**src/rtl/d16g_pkg.sv**
```systemverilog
`default_nettype none

package d16g_pkg;

    localparam int ID_WIDTH_DEFAULT = 32;
    localparam int HALF_WIDTH       = 16;
    localparam int WORD_WIDTH       = 32;
    localparam int OUT_ID_WIDTH     = 32;
    localparam logic [HALF_WIDTH-1:0] ESCAPE_ADD = 16'hFFFF;

    typedef enum logic [6:0] {
        PH_ID_LO    = 7'b0000001,
        PH_ID_HI    = 7'b0000010,
        PH_CNT_LO   = 7'b0000100,
        PH_CNT_HI   = 7'b0001000,
        PH_FIRST_LO = 7'b0010000,
        PH_FIRST_HI = 7'b0100000,
        PH_GAPS     = 7'b1000000
    } phase_t;

    typedef struct packed {
        logic [OUT_ID_WIDTH-1:0] node_id;
        logic [OUT_ID_WIDTH-1:0] neighbor;
        logic                    last_of_record;
        logic                    empty_record;
    } result_t;

endpackage

`default_nettype wire

```
**src/rtl/delta16_gap_decoder.sv**
```systemverilog
// Gap-coded adjacency stream decoder.
// The slave channel takes one 16-bit halfword per item. Each record is a
// node id, a neighbor count and, for a nonzero count, a first neighbor,
// each as two halfwords, low half first, then gap codes. A zero code adds
// 65535 to the running gap; a nonzero code closes it, giving a neighbor.
// The master channel carries one item per decoded neighbor: node id and
// neighbor in tdata, tlast on the record's final neighbor, and tuser set on
// the single item that an empty record produces.
// An input item passes an input register and then the decode logic, which
// writes the result register, which drives the master channel. One halfword
// is taken every cycle unless the receiver stalls with a result pending; the
// decode state update (two chained ID_WIDTH-bit adds and a compare) is
// combinational logic between the input register and the state registers.
// When the receiver stalls, the result register holds and the input
// register fills; tready then drops until the result is taken.
// Reset returns the decoder to expecting the low half of a node id and
// empties both registers.
`default_nettype none

module delta16_gap_decoder #(
    parameter int ID_WIDTH = d16g_pkg::ID_WIDTH_DEFAULT
) (
    input  wire logic        clk,
    input  wire logic        rst_n,
    input  wire logic        s_axis_tvalid,
    output logic             s_axis_tready,
    input  wire logic [15:0] s_axis_tdata,  // [15:0] half_word
    output logic             m_axis_tvalid,
    input  wire logic        m_axis_tready,
    output logic [63:0]      m_axis_tdata,  // [31:0] node_id, [63:32] neighbor
    output logic             m_axis_tlast,  // last_of_record
    output logic             m_axis_tuser   // empty_record
);
    import d16g_pkg::*;

    logic                  in_valid_reg, in_valid_next;
    logic [HALF_WIDTH-1:0] in_data_reg;
    logic                  out_valid_reg, out_valid_next;
    result_t               out_data_reg;

    logic    advance;
    logic    in_accept;
    logic    emit;
    result_t result;

    assign advance       = in_valid_reg && (!out_valid_reg || m_axis_tready);
    assign s_axis_tready = !in_valid_reg || !out_valid_reg || m_axis_tready;
    assign in_accept     = s_axis_tvalid && s_axis_tready;

    d16g_core #(
        .ID_WIDTH (ID_WIDTH)
    ) u_core (
        .clk       (clk),
        .rst_n     (rst_n),
        .step      (advance),
        .half_word (in_data_reg),
        .emit      (emit),
        .result    (result)
    );

    always_comb
    begin
        in_valid_next = in_valid_reg;
        if (in_accept)
        begin
            in_valid_next = 1'b1;
        end
        else if (advance)
        begin
            in_valid_next = 1'b0;
        end

        out_valid_next = out_valid_reg;
        if (advance)
        begin
            out_valid_next = emit;
        end
        else if (m_axis_tready)
        begin
            out_valid_next = 1'b0;
        end
    end

    always_ff @(posedge clk or negedge rst_n)
    begin
        if (!rst_n)
        begin
            in_valid_reg  <= 1'b0;
            out_valid_reg <= 1'b0;
        end
        else
        begin
            in_valid_reg  <= in_valid_next;
            out_valid_reg <= out_valid_next;
        end
    end

    always_ff @(posedge clk)
    begin
        if (in_accept)
        begin
            in_data_reg <= s_axis_tdata;
        end
        if (advance && emit)
        begin
            out_data_reg <= result;
        end
    end

    assign m_axis_tvalid = out_valid_reg;
    assign m_axis_tdata  = {out_data_reg.neighbor, out_data_reg.node_id};
    assign m_axis_tlast  = out_data_reg.last_of_record;
    assign m_axis_tuser  = out_data_reg.empty_record;

endmodule

`default_nettype wire

```
**src/rtl/d16g_core.sv**
```systemverilog
`default_nettype none

module d16g_core #(
    parameter int ID_WIDTH = d16g_pkg::ID_WIDTH_DEFAULT
) (
    input  wire logic                           clk,
    input  wire logic                           rst_n,
    input  wire logic                           step,
    input  wire logic [d16g_pkg::HALF_WIDTH-1:0] half_word,
    output logic                                emit,
    output d16g_pkg::result_t                   result
);
    import d16g_pkg::*;

    phase_t                  phase_reg, phase_next;
    logic [HALF_WIDTH-1:0]   low_half_hold_reg, low_half_hold_next;
    logic [ID_WIDTH-1:0]     current_node_reg, current_node_next;
    logic [WORD_WIDTH-1:0]   remaining_count_reg, remaining_count_next;
    logic [ID_WIDTH-1:0]     previous_neighbor_reg, previous_neighbor_next;
    logic [ID_WIDTH-1:0]     gap_accumulator_reg, gap_accumulator_next;

    logic [WORD_WIDTH-1:0]          word;
    logic [ID_WIDTH+WORD_WIDTH-1:0] word_ext;
    logic [ID_WIDTH-1:0]            word_id;
    logic [HALF_WIDTH-1:0]          gap_add;
    logic [ID_WIDTH-1:0]            gap_sum;
    logic [ID_WIDTH-1:0]            neighbor_sum;
    logic [WORD_WIDTH-1:0]          count_dec;
    logic [ID_WIDTH-1:0]            emit_neighbor;
    logic [OUT_ID_WIDTH+ID_WIDTH-1:0] node_ext;
    logic [OUT_ID_WIDTH+ID_WIDTH-1:0] nb_ext;

    assign word     = {half_word, low_half_hold_reg};
    // Zero-pad on the left so the select works for any ID width.
    assign word_ext = {{ID_WIDTH{1'b0}}, word};
    assign word_id  = word_ext[ID_WIDTH-1:0];

    // A zero code stands for the escape increment.
    assign gap_add      = (half_word == '0) ? ESCAPE_ADD : half_word;
    assign gap_sum      = gap_accumulator_reg + ID_WIDTH'(gap_add);
    assign neighbor_sum = previous_neighbor_reg + gap_sum;
    assign count_dec    = remaining_count_reg - WORD_WIDTH'(1);

    assign node_ext = {{OUT_ID_WIDTH{1'b0}}, current_node_reg};
    assign nb_ext   = {{OUT_ID_WIDTH{1'b0}}, emit_neighbor};

    always_comb
    begin
        phase_next             = phase_reg;
        low_half_hold_next     = low_half_hold_reg;
        current_node_next      = current_node_reg;
        remaining_count_next   = remaining_count_reg;
        previous_neighbor_next = previous_neighbor_reg;
        gap_accumulator_next   = gap_accumulator_reg;
        emit                   = 1'b0;
        emit_neighbor          = '0;
        result.last_of_record  = 1'b0;
        result.empty_record    = 1'b0;

        unique case (phase_reg)
            PH_ID_HI:
            begin
                current_node_next = word_id;
                phase_next        = PH_CNT_LO;
            end
            PH_CNT_LO:
            begin
                low_half_hold_next = half_word;
                phase_next         = PH_CNT_HI;
            end
            PH_FIRST_LO:
            begin
                low_half_hold_next = half_word;
                phase_next         = PH_FIRST_HI;
            end
            PH_CNT_HI:
            begin
                if (word == '0)
                begin
                    remaining_count_next  = '0;
                    phase_next            = PH_ID_LO;
                    emit                  = 1'b1;
                    result.last_of_record = 1'b1;
                    result.empty_record   = 1'b1;
                end
                else
                begin
                    remaining_count_next = word - WORD_WIDTH'(1);
                    phase_next           = PH_FIRST_LO;
                end
            end
            PH_FIRST_HI:
            begin
                previous_neighbor_next = word_id;
                gap_accumulator_next   = '0;
                phase_next             = (remaining_count_reg == '0) ? PH_ID_LO : PH_GAPS;
                emit                   = 1'b1;
                emit_neighbor          = word_id;
                result.last_of_record  = (remaining_count_reg == '0);
            end
            PH_GAPS:
            begin
                if (half_word == '0)
                begin
                    gap_accumulator_next = gap_sum;
                end
                else
                begin
                    previous_neighbor_next = neighbor_sum;
                    gap_accumulator_next   = '0;
                    remaining_count_next   = count_dec;
                    if (count_dec == '0)
                    begin
                        phase_next = PH_ID_LO;
                    end
                    emit                  = 1'b1;
                    emit_neighbor         = neighbor_sum;
                    result.last_of_record = (count_dec == '0);
                end
            end
            default:
            begin
                // Expecting the low half of a node id.
                low_half_hold_next = half_word;
                phase_next         = PH_ID_HI;
            end
        endcase

        result.node_id  = node_ext[OUT_ID_WIDTH-1:0];
        result.neighbor = nb_ext[OUT_ID_WIDTH-1:0];
    end

    always_ff @(posedge clk or negedge rst_n)
    begin
        if (!rst_n)
        begin
            phase_reg             <= PH_ID_LO;
            low_half_hold_reg     <= '0;
            current_node_reg      <= '0;
            remaining_count_reg   <= '0;
            previous_neighbor_reg <= '0;
            gap_accumulator_reg   <= '0;
        end
        else if (step)
        begin
            phase_reg             <= phase_next;
            low_half_hold_reg     <= low_half_hold_next;
            current_node_reg      <= current_node_next;
            remaining_count_reg   <= remaining_count_next;
            previous_neighbor_reg <= previous_neighbor_next;
            gap_accumulator_reg   <= gap_accumulator_next;
        end
    end

endmodule

`default_nettype wire
```
**config.mk**
```make
export PLATFORM = sky130hd
export DESIGN_NAME = delta16_gap_decoder
export DESIGN_NICKNAME = d
export VERILOG_FILES = /design/src/rtl/d16g_pkg.sv /design/src/rtl/delta16_gap_decoder.sv /design/src/rtl/d16g_core.sv
export SDC_FILE = /design/constraint.sdc
export NUM_CORES = 1
export LEC_CHECK = 0
export BUFFER_PORTS_ARGS = -buffer_cell sky130_fd_sc_hd__buf_2
export CAP_MARGIN = 20
export CORE_MARGIN = 8
export CORE_UTILIZATION = 53
export CTS_CLUSTER_SIZE = 20
export DETAILED_ROUTE_END_ITERATION = 16
export GPL_TIMING_DRIVEN = 0
export PLACE_DENSITY = 0.71
export SYNTH_ARGS = -nofsm -noshare
export SYNTH_HDL_FRONTEND = slang
export SYNTH_SLANG_ARGS = --single-unit
```
**constraint.sdc**
```tcl
create_clock -name clk -period 7 [get_ports clk]
set_clock_uncertainty 0.2 [all_clocks]
set_input_delay 1.4 -clock clk [delete_from_list [all_inputs] [get_ports clk]]
set_output_delay 1.4 -clock clk [all_outputs]
set_load 0.02 [all_outputs]
```
-- Word level (Yosys, flattened, before mapping)
Cells that the tools add are included.
- output and inout bits: 68
- logic and storage cells: 74
- register bits: 235
- input bits: 20
- $add $sub $neg: 4
- reduce and logical (&&, ||, !) cells: 23
- muxes and demuxes: 25
- eq/ne operators: 8
- bitwise operators: 1
- operator list (kind ; count):
    one-hot mux 32 bit (2 select lines) ; 4
    two-way mux 32 bit ; 5
    logical NOT 32 bit ; 3
    subtractor 32 x 1 -> 32 bit, second input constant ; 2
    one-hot mux 7 bit (6 select lines) ; 1
    adder 32 x 16 -> 32 bit ; 1
    adder 32 bit ; 1
    two-way mux 7 bit ; 3
    logical NOT 16 bit ; 1
    two-way mux 16 bit ; 1
    AND reduction 3 bit ; 3
    nonzero test 2 bit ; 4
    == test 7 x 2 -> 1 bit, second input constant ; 1
    == test 7 x 3 -> 1 bit, second input constant ; 1
    == test 7 x 4 -> 1 bit, second input constant ; 1
    == test 7 x 5 -> 1 bit, second input constant ; 1
    == test 7 x 6 -> 1 bit, second input constant ; 1
    == test 7 bit, second input constant ; 1
    two-way mux 1 bit ; 7
    one-hot mux 1 bit (3 select lines) ; 2
    AND reduction 2 bit ; 3
    two-way mux 5 bit ; 1
    OR reduction 4 bit ; 1
    logical AND 1 bit ; 3
    6 further kinds ; 9

-- Logic depth before layout (Yosys ltp)
- depth after elaboration: 6
- depth in mapped cells: 28
- depth with buffers taken out: 27

-- Modules after synthesis
From an unflattened synthesis, not the netlist that was laid out.
- cells, all modules: 1389
- area total of the unflattened synthesis: 13658.1 um^2
- modules (own cells, without submodules) (module ; area each (um^2) ; seq. area each (um^2) ; cells each ; times used):
    d16g_core ; 11086.9 ; 3779.9 ; 1297 ; 1
    delta16_gap_decoder ; 2571.2 ; 2512.4 ; 92 ; 1

-- Worst setup path before layout
OpenSTA, ideal clock, no wires.
- path type: flip-flop to flip-flop
- start point: register in_data_reg[9]
- end point: register out_data_reg (netlist bit m_axis_tdata[61]), data pin
- stages on the path, launching flop included: 28
- arrival time: 5944 ps
- clock period less this slack: 6411 ps
- buffers on the path: 2
- slack: 589 ps
- setup time: 267 ps
- data required time: 6533 ps
- cells stage by stage: edfxtp_1 > clkbuf_1 > or4_4 > or3_4 > nor4_4 > nand2_4 > clkbuf_1 > nand2b_1 > ha_1 > nor2b_1 > o21bai_1 > a21boi_0 > o21a_1 > or2_2 > a21o_1 > a21o_1 > a211oi_1 > nor2_1 > ha_1 > a21oi_1 > o21ai_0 > a2111oi_0 > o221ai_1 > a31oi_1 > o21ai_0 > a31oi_1 > xor2_1 > o21ai_0
- RTL lines (element ; line ; text):
    from (decl) ; delta16_gap_decoder.sv:37 ; logic [HALF_WIDTH-1:0] in_data_reg;
    from (signal assigned) ; delta16_gap_decoder.sv:102 ; in_data_reg <= s_axis_tdata;
    to (signal assigned) ; delta16_gap_decoder.sv:106 ; out_data_reg <= result;
    to (decl) ; delta16_gap_decoder.sv:39 ; result_t out_data_reg;

==> results by group <==
Timing
  – Final setup fails: 0
  – Worst slew pin tran: 0.867 ns
  – Period utilisation layout: 96.3%
  – Min Tclk post-route: 6.74 ns
  – Highest achievable clock rate: 148 MHz
  – Slew HR: 41.4%
  – Min Hold Slack: 0.248 ns
  – Slew Limit Fails: 0
  – Final Hold Vio Count: 0
  – Setup tns final: 0 ns

Die
  – IO Pins: 88
  – Starting Density: 53.8%
  – Cell Rows: 58
  – Die width: 175 um
  – Die Y: 175 um
  – Die ar.: 30800 sq um
  – Core Box Area: 25000 sq um

Logic synthesis
  – Post-synthesis sequential area ratio: 46.7%
  – Synth top area share: 28.2%
  – Most numerous cell in the Yosys netlist: dfrtp_1
  – Async S/R FF share, synth: 65.1%
  – Largest area contributor in the netlist: dfrtp_1
  – Main synth FF type: dfrtp_1
  – Synth Area per Inst: 10.0 sq um
  – Synth Register Bits: 235
  – Top post-synthesis cells by area: dfrtp_1, edfxtp_1, ha_1
  – Post-synth EDFFs: 82
  – Synthesis Warnings: 0
  – Synth cell count leaders: dfrtp_1, nand2_1, a21oi_1
  – Post-Syn Area: 13500 sq um
  – Post-Syn Nets: 1420
  – Post-Syn Instances: 1342
  – Post-synthesis cell type count: 80

Global route
  – Vias in the first global route: 10900
  – Total track usage: 26.0%
  – Antenna violations before repair: 1
  – First-pass GRT wire length: 63.2 mm
  – GRT overflow: 0
  – Maximum number of pins on one net before global-route repair: 90

Routing
  – WL/cell: 22.6 um
  – DRC: 0
  – DRT antenna net count: 0
  – Vias: 11400
  – Routed WL: 41.1 mm
  – DR iter-0 viols: 1323
  – Pre-antenna DRT Iters: 5
  – Number of vias per cell: 6.25

Layout
  – Area grow syn2layout: 15.5%
  – Max reg flops: 64
  – FF/Latch Area: 6290 sq um
  – # fillers: 2127
  – Nets: 1547
  – Layout cells sized above 1: 18.1%
  – Area of the multi-input gates: 6880 sq um
  – N_diodes: 0

Placed design
  – Port Buffer Count: 87
  – DP HPWL: 28.9 mm
  – Routability-driven placement congestion ratio: 0.928

Power
  – P per Cell Area: 429 nW/um^2
  – Worst VDD drop: 0.265 mV
  – Pleak: 6.69 nW

Critical path
  – Slowest CP cell: or4_4
  – CP bufs+invs: 2
  – Maximum fanout along the worst path: 8
  – CP endpoint: m_axis_tdata[60]
  – Reg-to-reg critical path startpoint: in_data_reg[10]
  – WS Path Type: reg2reg
  – Worst path top cell family by delay: compound AO/OA/AOI/OAI gates
  – RR Endpoint: m_axis_tdata[60]
  – Arr. time, crit path: 6.82 ns
  – CP peak stage delay: 0.53 ns
  – CP Capture Type: flop
  – CP startpoint: in_data_reg[10]
  – Worst setup SP type: flop
  – Levels on crit path: 26
  – Internal reg-to-reg setup slack: 0.26 ns
  – Cells on worst reg2reg path: 26
  – Worst EP required: 7.08 ns

Job
  – # Max-Cap Violations: 0

Clock network
  – CTS tree: yes
  – Worst-case clock buffer depth: 3
  – Num CTS Buffers: 25
  – Clk slew on worst S/H paths: 0.06 ns
  – Root buf cell: clkbuf_16
  – Hold Buf Count CTS: 0
  – Worst-skew pair later-pin latency: 0.55 ns
  – Clock sink total: 235
  – Htree depth: 1

Status
  – Status: finished, final reports clean

Min path
  – Hold crit path type: reg2reg
-- repair_timing --
item | 4_1_cts | 5_1_grt
setup endpoints to repair | 30 | 17
setup buffers | 10 | 4
pin swaps | 6 | 15
gates resized for setup | 14 | 32
-- routing by layer --
metal | global-route usage [%] | vias up | share of wire, %
li1 | - | 5209 | -
met1 | 35.7 | 5468 | 42
met2 | 40.1 | 574 | 44
met3 | 4.85 | 113 | 9.4
met4 | 10.8 | 2 | 4.2
met5 | 0 | - | 0.024
-- where the power goes --
group | leakage (nW) | switching [W] | internal (W)
logic | 3.51 | 0.00198 | 0.00109
clock network | 0.414 | 0.000584 | 0.000818
registers | 2.77 | 0.000301 | 0.00190
-- stage by stage --
step	power (W)	utilization, %	worst slack [ns]	area (sq um)	cells
finish	0.00667	62.1	0.259	15600	1818
global route	0.00701	62.1	-0.0463	15600	1818
CTS	0.00657	61.4	0.0180	15400	1816
detailed placement	0.00514	57.6	-1.22	14400	1762
global placement	0.00508	57.2	-1.24	14300	1759
floorplan	0.00416	-	0.589	13500	1342
-- worst register-to-register path, cell delays in order (launching register included) --
cell      delay [ns]
edfxtp_1        0.38
buf_6           0.18
or4_4           0.54
or3_4           0.37
nor4_4          0.33
nand2_4         0.14
buf_6           0.20
nand2b_1        0.13
ha_1            0.31
a21oi_2         0.21
a21boi_1        0.11
o21a_1          0.20
or2_2           0.29
a21o_1          0.20
a21o_1          0.19
a211oi_2        0.24
nor2_2          0.09
ha_4            0.31
nand4_1         0.10
nor2_1          0.12
o211ai_1        0.17
a31o_2          0.32
a21oi_4         0.20
nand4_1         0.23
a311o_1         0.45
xor2_2          0.18
o21ai_0         0.10
-- layout make-up --
type	count	share of cell area (%)
sequential	235	40.5
timing repair buffer	104	4.06
clock buffer	28	4.16
multi-input combinational	999	44.2
clock inverter	18	1.36
tap	330	2.66
buffer	77	2.43
inverter	27	0.652
-- cells in the final DEF, fill, tap and decap left out, drive strengths merged, types with 7 or more instances in the layout --
cell type  count
a31oi         30
nor2          94
mux2          46
or4            8
nor3          36
edfxtp        82
a211oi         7
o31ai         21
buf          123
nand2b        27
a21o          19
o21ai        105
nand2        116
xor2          38
nand4         11
o21a           7
ha            56
nand3         26
o22ai         10
a22o          42
dfrtp        152
nor4          20
a21oi        105
inv           28
nor2b         12
or3           10
clkinv        10
and3          13
clkbuf        85
xnor2         52
-- worst min path at each step --
stage,startpoint,cells after the start,endpoint,slack [ns]
detailed placement,u_core.current_node_reg[11],0,m_axis_tdata[11],0.23
global placement,u_core.current_node_reg[25],0,m_axis_tdata[25],0.23
CTS,u_core.current_node_reg[11],0,m_axis_tdata[11],0.25
floorplan,u_core.current_node_reg[0],0,m_axis_tdata[0],0.22
finish,u_core.current_node_reg[28],0,m_axis_tdata[28],0.25
global route,u_core.current_node_reg[25],0,m_axis_tdata[25],0.26
-- cell families after synthesis --
family | Yosys count | synth area share [%]
buffers and inverters | 108 | 3.54
DFF | 235 | 46.7
xor gates and xnor gates | 90 | 5.85
AOI/OAI and AO/OA | 396 | 18.6
adders and majority gates | 58 | 5.50
muxes | 48 | 3.99
and+or+nand+nor | 407 | 15.8
Note: power is estimated with default switching activity, not from simulation.
